[src/hdl/stt_pkg.sv]
package stt_pkg;

  localparam int TimeW     = 48;
  localparam int PeriodW   = 35;
  localparam int GenW      = 32;
  localparam int MsW       = 24;
  localparam int UsPerMs   = 1000;
  localparam int MaxFired  = 16;
  localparam int FireCntW  = 5;

  localparam logic [TimeW-1:0] TimeMax = '1;

  typedef enum logic [1:0] {
    KIND_ADD    = 2'd0,
    KIND_CANCEL = 2'd1,
    KIND_TICK   = 2'd2,
    KIND_CLEAR  = 2'd3
  } item_kind_t;

  typedef enum logic [2:0] {
    RES_ADD_OK  = 3'd0,
    RES_FULL    = 3'd1,
    RES_DONE    = 3'd2,
    RES_FIRED   = 3'd3,
    RES_SUMMARY = 3'd4
  } result_kind_t;

  typedef struct packed {
    item_kind_t        kind;
    logic [MsW-1:0]    delay_ms;
    logic              repeating;
    logic [3:0]        handle_slot;
    logic [GenW-1:0]   handle_gen;
    logic [TimeW-1:0]  now_us;
  } in_item_t;

  typedef struct packed {
    result_kind_t      result_kind;
    logic [3:0]        slot_out;
    logic [GenW-1:0]   gen_out;
    logic [TimeW-1:0]  soonest_us;
    logic              soonest_valid;
    logic              last;
  } out_item_t;

  typedef struct packed {
    logic [TimeW-1:0]   deadline;
    logic [PeriodW-1:0] period;
    logic [GenW-1:0]    gen;
  } slot_entry_t;

  typedef struct packed {
    logic              due;
    logic              rearm;
    logic [TimeW-1:0]  deadline_nxt;
    logic              earlier;
  } slot_eval_t;

  function automatic logic [TimeW-1:0] sat_add_time(input logic [TimeW-1:0] t,
                                                    input logic [PeriodW-1:0] d);
    logic [TimeW:0] s;
    s = {1'b0, t} + (TimeW+1)'(d);
    return s[TimeW] ? TimeMax : s[TimeW-1:0];
  endfunction

endpackage

[src/hdl/stt_if.sv]
interface stt_in_if import stt_pkg::*; ();
  logic     valid;
  logic     ready;
  in_item_t data;

  modport source (output valid, output data, input ready);
  modport sink   (input valid, input data, output ready);
endinterface

interface stt_out_if import stt_pkg::*; ();
  logic      valid;
  logic      ready;
  out_item_t data;

  modport source (output valid, output data, input ready);
  modport sink   (input valid, input data, output ready);
endinterface

[src/hdl/stt_slot_eval.sv]
module stt_slot_eval import stt_pkg::*; (
  input  slot_entry_t      entry,
  input  logic [TimeW-1:0] now_us,
  input  logic [TimeW-1:0] soon_us,
  output slot_eval_t       ev
);

  always_comb begin
    ev.due          = (entry.deadline <= now_us);
    ev.rearm        = (entry.period != '0);
    // re-arm from the current time, not from the old deadline
    ev.deadline_nxt = ev.due ? sat_add_time(now_us, entry.period) : entry.deadline;
    ev.earlier      = (ev.deadline_nxt < soon_us);
  end

endmodule

[src/hdl/software_timer_slot_table_core.sv]
// Timer slot table: NUM_SLOTS timers, each with a deadline, a period and a
// generation count, kept in one slot memory with a registered read port;
// active and generation-written marks sit in flip-flops, so the block is
// ready right after reset with no clearing pass. One item is worked on at a
// time. An add scans the active marks from slot 0 up to the first free slot
// (over all slots when the table is full); a cancel or a clear is answered
// from its own state; a tick walks the slot memory one entry per cycle
// through its single read port, slot by slot, and then gives a summary. A
// waiting result stalls the walk only when a new result has to be shown.
// The next item is taken as soon as the last result of the current one is
// in the output register.
module software_timer_slot_table_core import stt_pkg::*; #(
  parameter int NUM_SLOTS = 16
) (
  input  logic          clk,
  input  logic          rst_n,
  stt_in_if.sink        in_ch,
  stt_out_if.source     out_ch
);

  localparam int IdxW = (NUM_SLOTS > 1) ? $clog2(NUM_SLOTS) : 1;
  localparam logic [IdxW-1:0] LastIdx = IdxW'(NUM_SLOTS - 1);

  typedef enum logic [6:0] {
    S_IDLE     = 7'b0000001,
    S_ADD_SCAN = 7'b0000010,
    S_ADD_WR   = 7'b0000100,
    S_CANCEL   = 7'b0001000,
    S_CLEAR    = 7'b0010000,
    S_TICK     = 7'b0100000,
    S_SUM      = 7'b1000000
  } state_t;

  state_t                 state_r, state_nxt;
  logic [IdxW-1:0]        idx_r, idx_nxt;
  logic [NUM_SLOTS-1:0]   active_r, active_nxt;
  logic [NUM_SLOTS-1:0]   gen_vld_r, gen_vld_nxt;
  logic [FireCntW-1:0]    fire_cnt_r, fire_cnt_nxt;
  logic [TimeW-1:0]       soon_r, soon_nxt;
  logic                   any_r, any_nxt;

  logic [TimeW-1:0]       now_r;
  logic                   rep_r;
  logic [GenW-1:0]        hgen_r;
  logic                   in_range_r;
  logic [PeriodW-1:0]     d_r;

  logic                   out_vld_r;
  out_item_t              out_r;

  slot_entry_t            mem [NUM_SLOTS];
  slot_entry_t            mem_q_r;
  logic                   mem_we;
  logic [IdxW-1:0]        mem_wa;
  slot_entry_t            mem_wd;
  logic [IdxW-1:0]        rd_addr;

  logic                   accept;
  logic                   in_ready;
  logic                   out_free;
  logic                   emit;
  out_item_t              emit_item;
  logic                   hslot_in_range;
  logic [IdxW-1:0]        hslot_idx;
  logic [MsW-1:0]         ms_clamped;
  logic [GenW-1:0]        gen_cur;
  logic                   report;
  slot_eval_t             ev;

  assign accept   = in_ch.valid && in_ready;
  assign out_free = !out_vld_r || out_ch.ready;

  assign hslot_in_range = (int'(in_ch.data.handle_slot) < NUM_SLOTS);
  assign hslot_idx      = hslot_in_range ? IdxW'(in_ch.data.handle_slot) : '0;
  assign ms_clamped     = (in_ch.data.delay_ms == '0) ? MsW'(1) : in_ch.data.delay_ms;

  // a slot whose generation was never written reads as generation zero
  assign gen_cur = gen_vld_r[idx_r] ? mem_q_r.gen : '0;

  stt_slot_eval u_eval (
    .entry   (mem_q_r),
    .now_us  (now_r),
    .soon_us (soon_r),
    .ev      (ev)
  );

  always_comb begin
    state_nxt    = state_r;
    idx_nxt      = idx_r;
    active_nxt   = active_r;
    gen_vld_nxt  = gen_vld_r;
    fire_cnt_nxt = fire_cnt_r;
    soon_nxt     = soon_r;
    any_nxt      = any_r;
    in_ready     = 1'b0;
    emit         = 1'b0;
    emit_item    = '0;
    mem_we       = 1'b0;
    mem_wa       = idx_r;
    mem_wd       = mem_q_r;
    rd_addr      = idx_r;
    report       = 1'b0;

    unique case (state_r)
      S_IDLE: begin
        in_ready = 1'b1;
        rd_addr  = (in_ch.data.kind == KIND_CANCEL) ? hslot_idx : '0;
        if (in_ch.valid) begin
          unique case (in_ch.data.kind)
            KIND_ADD: begin
              idx_nxt   = '0;
              state_nxt = S_ADD_SCAN;
            end
            KIND_CANCEL: begin
              idx_nxt   = hslot_idx;
              state_nxt = S_CANCEL;
            end
            KIND_TICK: begin
              idx_nxt      = '0;
              fire_cnt_nxt = '0;
              soon_nxt     = TimeMax;
              any_nxt      = 1'b0;
              state_nxt    = S_TICK;
            end
            KIND_CLEAR: begin
              active_nxt = '0;
              state_nxt  = S_CLEAR;
            end
            default: state_nxt = S_IDLE;
          endcase
        end
      end

      S_ADD_SCAN: begin
        if (!active_r[idx_r]) begin
          // hold the address so the entry's generation is read next cycle
          state_nxt = S_ADD_WR;
        end else if (idx_r == LastIdx) begin
          if (out_free) begin
            emit                  = 1'b1;
            emit_item.result_kind = RES_FULL;
            emit_item.last        = 1'b1;
            state_nxt             = S_IDLE;
          end
        end else begin
          idx_nxt = idx_r + IdxW'(1);
        end
      end

      S_ADD_WR: begin
        if (out_free) begin
          mem_we              = 1'b1;
          mem_wd.deadline     = sat_add_time(now_r, d_r);
          mem_wd.period       = rep_r ? d_r : '0;
          mem_wd.gen          = gen_cur + GenW'(1);
          active_nxt[idx_r]   = 1'b1;
          gen_vld_nxt[idx_r]  = 1'b1;
          emit                  = 1'b1;
          emit_item.result_kind = RES_ADD_OK;
          emit_item.slot_out    = 4'(idx_r);
          emit_item.gen_out     = gen_cur + GenW'(1);
          emit_item.last        = 1'b1;
          state_nxt             = S_IDLE;
        end
      end

      S_CANCEL: begin
        if (out_free) begin
          if (in_range_r && active_r[idx_r] && (gen_cur == hgen_r)) begin
            active_nxt[idx_r] = 1'b0;
          end
          emit                  = 1'b1;
          emit_item.result_kind = RES_DONE;
          emit_item.last        = 1'b1;
          state_nxt             = S_IDLE;
        end
      end

      S_CLEAR: begin
        if (out_free) begin
          emit                  = 1'b1;
          emit_item.result_kind = RES_DONE;
          emit_item.last        = 1'b1;
          state_nxt             = S_IDLE;
        end
      end

      S_TICK: begin
        report = active_r[idx_r] && ev.due && (fire_cnt_r < FireCntW'(MaxFired));
        // stall on a busy output only when this slot has to be reported;
        // rd_addr stays on idx_r so the entry is still there next cycle
        if (!report || out_free) begin
          if (report) begin
            emit                  = 1'b1;
            emit_item.result_kind = RES_FIRED;
            emit_item.slot_out    = 4'(idx_r);
            emit_item.gen_out     = gen_cur;
            fire_cnt_nxt          = fire_cnt_r + FireCntW'(1);
          end
          if (active_r[idx_r]) begin
            if (ev.due && !ev.rearm) begin
              active_nxt[idx_r] = 1'b0;
            end else begin
              if (ev.due) begin
                mem_we          = 1'b1;
                mem_wd.deadline = ev.deadline_nxt;
              end
              any_nxt = 1'b1;
              if (ev.earlier) begin
                soon_nxt = ev.deadline_nxt;
              end
            end
          end
          if (idx_r == LastIdx) begin
            state_nxt = S_SUM;
          end else begin
            idx_nxt = idx_r + IdxW'(1);
            rd_addr = idx_r + IdxW'(1);
          end
        end
      end

      S_SUM: begin
        if (out_free) begin
          emit                    = 1'b1;
          emit_item.result_kind   = RES_SUMMARY;
          emit_item.soonest_us    = soon_r;
          emit_item.soonest_valid = any_r;
          emit_item.last          = 1'b1;
          state_nxt               = S_IDLE;
        end
      end

      default: state_nxt = S_IDLE;
    endcase
  end

  always_ff @(posedge clk) begin
    if (!rst_n) begin
      state_r   <= S_IDLE;
      idx_r     <= '0;
      active_r  <= '0;
      gen_vld_r <= '0;
      out_vld_r <= 1'b0;
    end else begin
      state_r   <= state_nxt;
      idx_r     <= idx_nxt;
      active_r  <= active_nxt;
      gen_vld_r <= gen_vld_nxt;
      if (emit) begin
        out_vld_r <= 1'b1;
      end else if (out_ch.ready) begin
        out_vld_r <= 1'b0;
      end
    end
  end

  always_ff @(posedge clk) begin
    fire_cnt_r <= fire_cnt_nxt;
    soon_r     <= soon_nxt;
    any_r      <= any_nxt;
    if (emit) begin
      out_r <= emit_item;
    end
    if (accept) begin
      now_r      <= in_ch.data.now_us;
      rep_r      <= in_ch.data.repeating;
      hgen_r     <= in_ch.data.handle_gen;
      in_range_r <= hslot_in_range;
      d_r        <= PeriodW'(ms_clamped) * PeriodW'(UsPerMs);
    end
  end

  always_ff @(posedge clk) begin
    if (mem_we) begin
      mem[mem_wa] <= mem_wd;
    end
    mem_q_r <= mem[rd_addr];
  end

  assign in_ch.ready  = in_ready;
  assign out_ch.valid = out_vld_r;
  assign out_ch.data  = out_r;

endmodule

[src/flat_wrapper.sv]
// flat-port wrapper written by rule: the top's interface ports become plain ports
module software_timer_slot_table_core_flat import stt_pkg::*;
#(
  parameter int NUM_SLOTS = 16
)
  (clk, rst_n, in_ch_valid, in_ch_data, in_ch_ready, out_ch_valid, out_ch_data, out_ch_ready);
  stt_in_if in_ch_i ();
  stt_out_if out_ch_i ();
  input  logic clk;
  input  logic rst_n;
  input wire logic [$bits(in_ch_i.valid)-1:0] in_ch_valid;
  input wire logic [$bits(in_ch_i.data)-1:0] in_ch_data;
  output wire logic [$bits(in_ch_i.ready)-1:0] in_ch_ready;
  output wire logic [$bits(out_ch_i.valid)-1:0] out_ch_valid;
  output wire logic [$bits(out_ch_i.data)-1:0] out_ch_data;
  input wire logic [$bits(out_ch_i.ready)-1:0] out_ch_ready;
  assign in_ch_i.valid = in_ch_valid;
  assign in_ch_i.data = in_ch_data;
  assign in_ch_ready = in_ch_i.ready;
  assign out_ch_valid = out_ch_i.valid;
  assign out_ch_data = out_ch_i.data;
  assign out_ch_i.ready = out_ch_ready;
  software_timer_slot_table_core #(.NUM_SLOTS(NUM_SLOTS)) u_core (.clk(clk), .rst_n(rst_n), .in_ch(in_ch_i), .out_ch(out_ch_i));
endmodule
[config.mk]
export PLATFORM = sky130hd
export DESIGN_NAME = software_timer_slot_table_core_flat
export DESIGN_NICKNAME = d
export VERILOG_FILES = /design/src/hdl/stt_pkg.sv /design/src/hdl/stt_if.sv /design/src/hdl/stt_slot_eval.sv /design/src/hdl/software_timer_slot_table_core.sv /design/src/flat_wrapper.sv
export SDC_FILE = /design/constraint.sdc
export NUM_CORES = 2
export LEC_CHECK = 0
export ABC_AREA = 0
export CORE_MARGIN = 2
export CORE_UTILIZATION = 40
export CTS_CLUSTER_SIZE = 20
export DETAILED_ROUTE_END_ITERATION = 16
export DONT_BUFFER_PORTS = 1
export HOLD_SLACK_MARGIN = 0.08
export PLACE_DENSITY = 0.54
export RECOVER_POWER = 50
export SYNTH_ARGS = -nofsm -noshare
export SYNTH_HDL_FRONTEND = slang
export SYNTH_HIERARCHICAL = 1
export SYNTH_SLANG_ARGS = --single-unit
[constraint.sdc]
create_clock -name clk -period 15.8 [get_ports clk]
set_clock_uncertainty 0.05 [all_clocks]
set_input_delay 1.58 -clock clk [delete_from_list [all_inputs] [get_ports clk]]
set_output_delay 1.58 -clock clk [all_outputs]
set_load 0.01 [all_outputs]
After elaboration in Yosys (flattened, before gate mapping). Memory sizes are Yosys's and may differ from the RTL's. A register that Yosys moved wholly into a read port is not among the register bits. Cells that the tools add are included.

Register bits after elaboration: 299. Input bits: 115. Output and inout bits: 91. Memories: 1. RAM bits: 1840.

Memory list: u_core.mem (words 16, bits a word 115, read ports 1, clocked after Yosys merged registers in 1, write ports 1, RTL line software_timer_slot_table_core.sv:51) `slot_entry_t mem [NUM_SLOTS];`.

$lt $le $gt $ge: 5. Reduce and logical (&&, ||, !) cells: 30. Muxes and demuxes: 90. Add/sub/neg operators: 5. Bitwise gates (word level): 4. Multiply operators: 1. Equality and inequality tests: 28.

Operator list (number): 2-to-1 mux 48 bit (13); case mux 48 bit (2 select lines) (2); 2-to-1 mux 16 bit (8); 2-to-1 mux 115 bit (1); case mux 36 bit (2 select lines) (1); 2-to-1 mux 67 bit (1); case mux 16 bit (4 select lines) (1); case mux 7 bit (4 select lines) (2); adder 48 x 34 -> 49 bit (1); adder 48 x 35 -> 49 bit (1); less-or-equal comparator 48 bit (1); < comparator 48 bit (1); 2-to-1 mux 7 bit (6); 2-to-1 mux 39 bit (1); 2-to-1 mux 38 bit (1); 2-to-1 mux 36 bit (1); nonzero test 35 bit (1); 2-to-1 mux 34 bit (1); adder 32 x 1 -> 32 bit, second input constant (1); equality test 32 bit (1); 2-to-1 mux 32 bit (1); bitwise OR 16 bit (2); multiplier 24 x 7 -> 31 bit, second input constant (1); 2-to-1 mux 1 bit (25); other kinds (51) (88).

Depth between registers and ports, before layout.
Depth in word-level cells: 10. Mapped depth: 26.

By module. Netlist, hierarchy kept.

By module, submodules not included: software_timer_slot_table_core (times used 1, cells each 7716, sequential area each 66093.4 µm², area an instance 95330.2 µm²); stt_slot_eval (times used 1, cells each 751, sequential area each 0.0 µm², area an instance 5052.3 µm²).

Worst setup path before layout. OpenSTA, ideal clock, no wires.

Path kind: reg2reg. From: register u_core.now_r[35]. To: memory u_core/mem[12][0] (netlist bit), enable pin. Clock period less this slack: 9.330 ns. Data required time: 15.160 ns. Stages on the path, launching flop included: 17. Buffers on the path: 4. Library setup time: 0.590 ns. Slack: 6.470 ns. Arrival: 8.689 ns. Cells stage by stage: edfxtp_1 inv_1 ha_1 a21oi_1 o21ai_0 a221oi_1 o211ai_1 a2111oi_0 or2_2 clkbuf_1 clkbuf_1 nand2_1 nor4_1 nor2_1 clkbuf_1 buf_1 nor2_1.

RTL lines: start: declaration (RTL line software_timer_slot_table_core.sv:42) `logic [TimeW-1:0] now_r;`; start signal: assignment (RTL line software_timer_slot_table_core.sv:266) `now_r <= in_ch.data.now_us;`; end: declaration (RTL line software_timer_slot_table_core.sv:51).

==> impl_metrics.ini <==
[outcome]
status = finished with violations
failed_checks = capacitance limit, slew limit

[detailed_routing]
drtAntennaViolNets = 0
wl_um = 313000
drc = 0
wl_met2_um = 149000
wl_met1_um = 136000
detail_route.vias_per_cell = 5.62
top_layer = met5
vias = 66908
wl_met3_um = 19100
initialDrtViolationCount = 6719
wl_per_cell_um = 26.3
detailedRoute.firstPassIterationCount = 6

[floorplanning]
floorplan.die_area_um2 = 255000
initial_core_util_pct = 40.3
fp.dieH_um = 505
io-pin-count = 206
fp.dieW_um = 505
placement_rows = 183
floorplan.core_area_um2 = 249000

[synth]
ys_seq_area_share_pct = 65.8
post_synthesis_cell_area_um2 = 100000
synth.lib_cells_used.distinct = 94
synth_ff_type = edfxtp_1
synth_largest_type_area_fraction_pct = 62.7
yosysMostFrequentCell = edfxtp_1
most_area_hungry_cell_type_in_the_yosys_netlist = edfxtp_1
netlist_instances = 8467
ys_top_cells_by_count = 2095 x edfxtp_1, 1653 x nand2_1, 884 x nor2_1
syn_area_per_cell_um2 = 11.9
postSynthRegisterBits = 2254
synth_fp_nets = 8909
synth_enable_flop_cells = 2095
synthTopCellsByArea = edfxtp_1 63%, nand2_1 6.2%, nand3_1 4.0%, nor2_1 3.3%, dfxtp_1 3.2%
synthesis.yosys.warnings = 6
async_flop_share_pct = 0

[cells_and_area]
layout.filler_cells = 22975
post_route_cells_drive_above_1_share_pct = 7.09
fin_util_pct = 44.6
final_cell_area_um2 = 111000
area_growth_pct = 10.6
nets = 8800

[power]
power.switching_fraction_pct = 36.5
leakage_nw = 38.6
clkPwrFrac_pct = 27.7
vdd_ir_max_mv = 0.187
seq_power_share_pct = 40.7
power.net_switching_mw = 7.26
power_per_cell_area_nw_per_um2 = 179
p_total_mw = 19.9
combinationalPowerShare_pct = 31.5
internal_power_mw = 12.6

[min_path]
hold_class = flip-flop to flip-flop
whs_path_depth = 2

[timing]
layout_min_cycle_time_ns = 12.21
worst_pin_slew_ns = 4.26
final.period_utilization_pct = 77.3
slew_headroom_pct = -184
setup_total_negative_slack_ns = 0
hold_viol_final = 0
setup_viol_count_final = 0
maxClockFrequency_ghz = 0.0819
maxSlewViolCount = 1104
grt_setup_unrepaired = false

[placed_design]
dpl.hpwl_um = 186000
finalWeightedCongestion = 0.883
placed_cell_area_um2 = 104000
port-buffer-count = 0

[clock_network]
clock_sinks = 2254
cts-hold-fix-buffers = 0
clock-root-buffer = clkbuf_16
post-cts-setup-buffers = 0
cts_repair_resize_count = 0
clkSlewWorstSetupHoldPaths_ns = 0.06
cts_htree_levels = 4
cts.path.max_buffers = 3
tritoncts = yes
cts_buffers = 233
insertion_delay_ns = 0.89

[global_route]
pin_count_of_the_biggest_net_entering_global_routing = 200
grt_remaining_overflow = 0
grt_usage_pct = 24.0
vias_in_the_first_global_route = 63469
grt_pass1_wl_um = 453000
antenna_violations_before_repair = 52

[setup_path]
worstSetupEndpoint = u_core/mem[3][42]
cp_cell_sequence = inv_1, ha_1, a21oi_1, o21ai_0, a221oi_1, o211ai_1, a2111oi_0, or2_2, clkbuf_1, nand2_1, nor4_1, nor2_1, nor2_1, buf_4, buf_4
crit_slowest_cell = nor2_1
path_max_fanout = 59
number_of_stages_on_the_worst_setup_path = 15
rr_worst_depth = 15
cpPeakStageDelay_ns = 2.76
end_kind = flip-flop
critPathLaunch = u_core/now_r[35]
reg2reg_setup_slack_ns = 3.59
worstPathRequired_ns = 16.18
r2r_start = u_core/now_r[35]
critical_path.top_delay_family = buffers and inverters
timing.critical_path.arrival_ns = 12.59
startpoint_type = flip-flop
critical_path_class = flip-flop to flip-flop
timing.rr.end = u_core/mem[3][42]
critical_path_buf_inv_count = 4

[job]
max_cap_viol_count = 34
## worst min-delay path by stage
stage / end / startpoint / slack [ns]
after floorplan: u_core/gen_vld_r[10] / u_core/gen_vld_r[10] / 0.38
after global placement: u_core/gen_vld_r[4] / u_core/gen_vld_r[4] / 0.39
after global routing: u_core/gen_vld_r[1] / u_core/gen_vld_r[1] / 0.42
after detailed placement: u_core/gen_vld_r[1] / u_core/gen_vld_r[1] / 0.40
final: u_core/gen_vld_r[8] / u_core/gen_vld_r[8] / 0.40
after CTS: u_core/gen_vld_r[8] / u_core/gen_vld_r[8] / 0.41
## cell usage in the layout (no fill, tap or decap), types with 34 or more instances in the layout
master and n:
edfxtp_1 2095, nand2_1 1653, nor2_1 879, nand3_1 800
inv_1 294, a21oi_1 266, o21ai_0 241, ha_1 240
clkbuf_16 235, nand4_1 174, o21ai_1 162, dfxtp_1 159
a221oi_2 111, clkbuf_1 94, fa_1 87, buf_4 79
xnor2_1 74, nand2b_1 68, a21o_1 54, nor3_1 49
clkinv_2 47, xor2_1 46, and2_0 43, and3_1 34
a221o_1 34, a31oi_1 34
## per-layer routing
metal  track usage (%)  vias up
li1                  -    30259
met5                 0        -
met4              6.74       14
met1              33.4    33811
met3              3.23      519
met2              39.2     2305
## stage by stage
stage,setup slack [ns],hold slack (ns),instances
after floorplan,6.47,0.384,8467
after global placement,6.70,0.394,11453
after detailed placement,6.63,0.398,11453
after CTS,6.58,0.408,11895
after global routing,2.95,0.419,11901
final,3.59,0.404,11909
## registers in the layout, summed over array words and instances (netlist names)
signal,cells
u_core/mem,1840
u_core/mem_q_r,115
u_core/out_ch.data,89
u_core/now_r,48
u_core/soon_r,48
u_core/hgen_r,32
u_core/d_r,31
u_core/active_r,16
u_core/gen_vld_r,16
u_core/state_r,7
u_core/fire_cnt_r,5
u_core/idx_r,4
u_core/any_r,1
u_core/out_ch.valid,1
u_core/rep_r,1
## power groups by stage
stage	logic [mW]	registers, mW	clock network (mW)
after global placement	6.20	8.22	0
final	6.27	8.10	5.51
after floorplan	4.38	7.84	0
after CTS	6.27	8.10	5.60
after global routing	6.87	8.12	5.85
after detailed placement	6.23	8.22	0
## kinds of logic (layout without fill, tap and decap cells)
family	after synthesis	after routing	share of synthesized area, %
and+or+nand+nor	3839	3839	16.7
DFF	2254	2254	65.8
AOI/OAI and AO/OA	1137	1137	7.97
buffers and inverters	766	864	3.40
adders and majority gates	327	327	4.73
xor gates and xnor gates	120	120	1.05
muxes	24	24	0.294
other	0	14	0
## tightest hold or removal path, stage by stage (launching register included)
cell and delay, ns:
dfxtp_1 0.31, inv_1 0.04, a21boi_0 0.06
## cell type report
| cell class | instances | area [um^2] | area share [%] |
|---|---|---|---|
| antenna | 14 | 35.0 | 0.0316 |
| clock buffer | 322 | 6490 | 5.84 |
| clock inverter | 120 | 1230 | 1.11 |
| inverter | 296 | 1110 | 1.00 |
| multi-input combinational | 5447 | 30900 | 27.9 |
| sequential | 2254 | 66100 | 59.5 |
| tap | 3330 | 4170 | 3.75 |
| timing repair buffer | 126 | 950 | 0.855 |
Note: power is estimated with default switching activity, not from simulation.
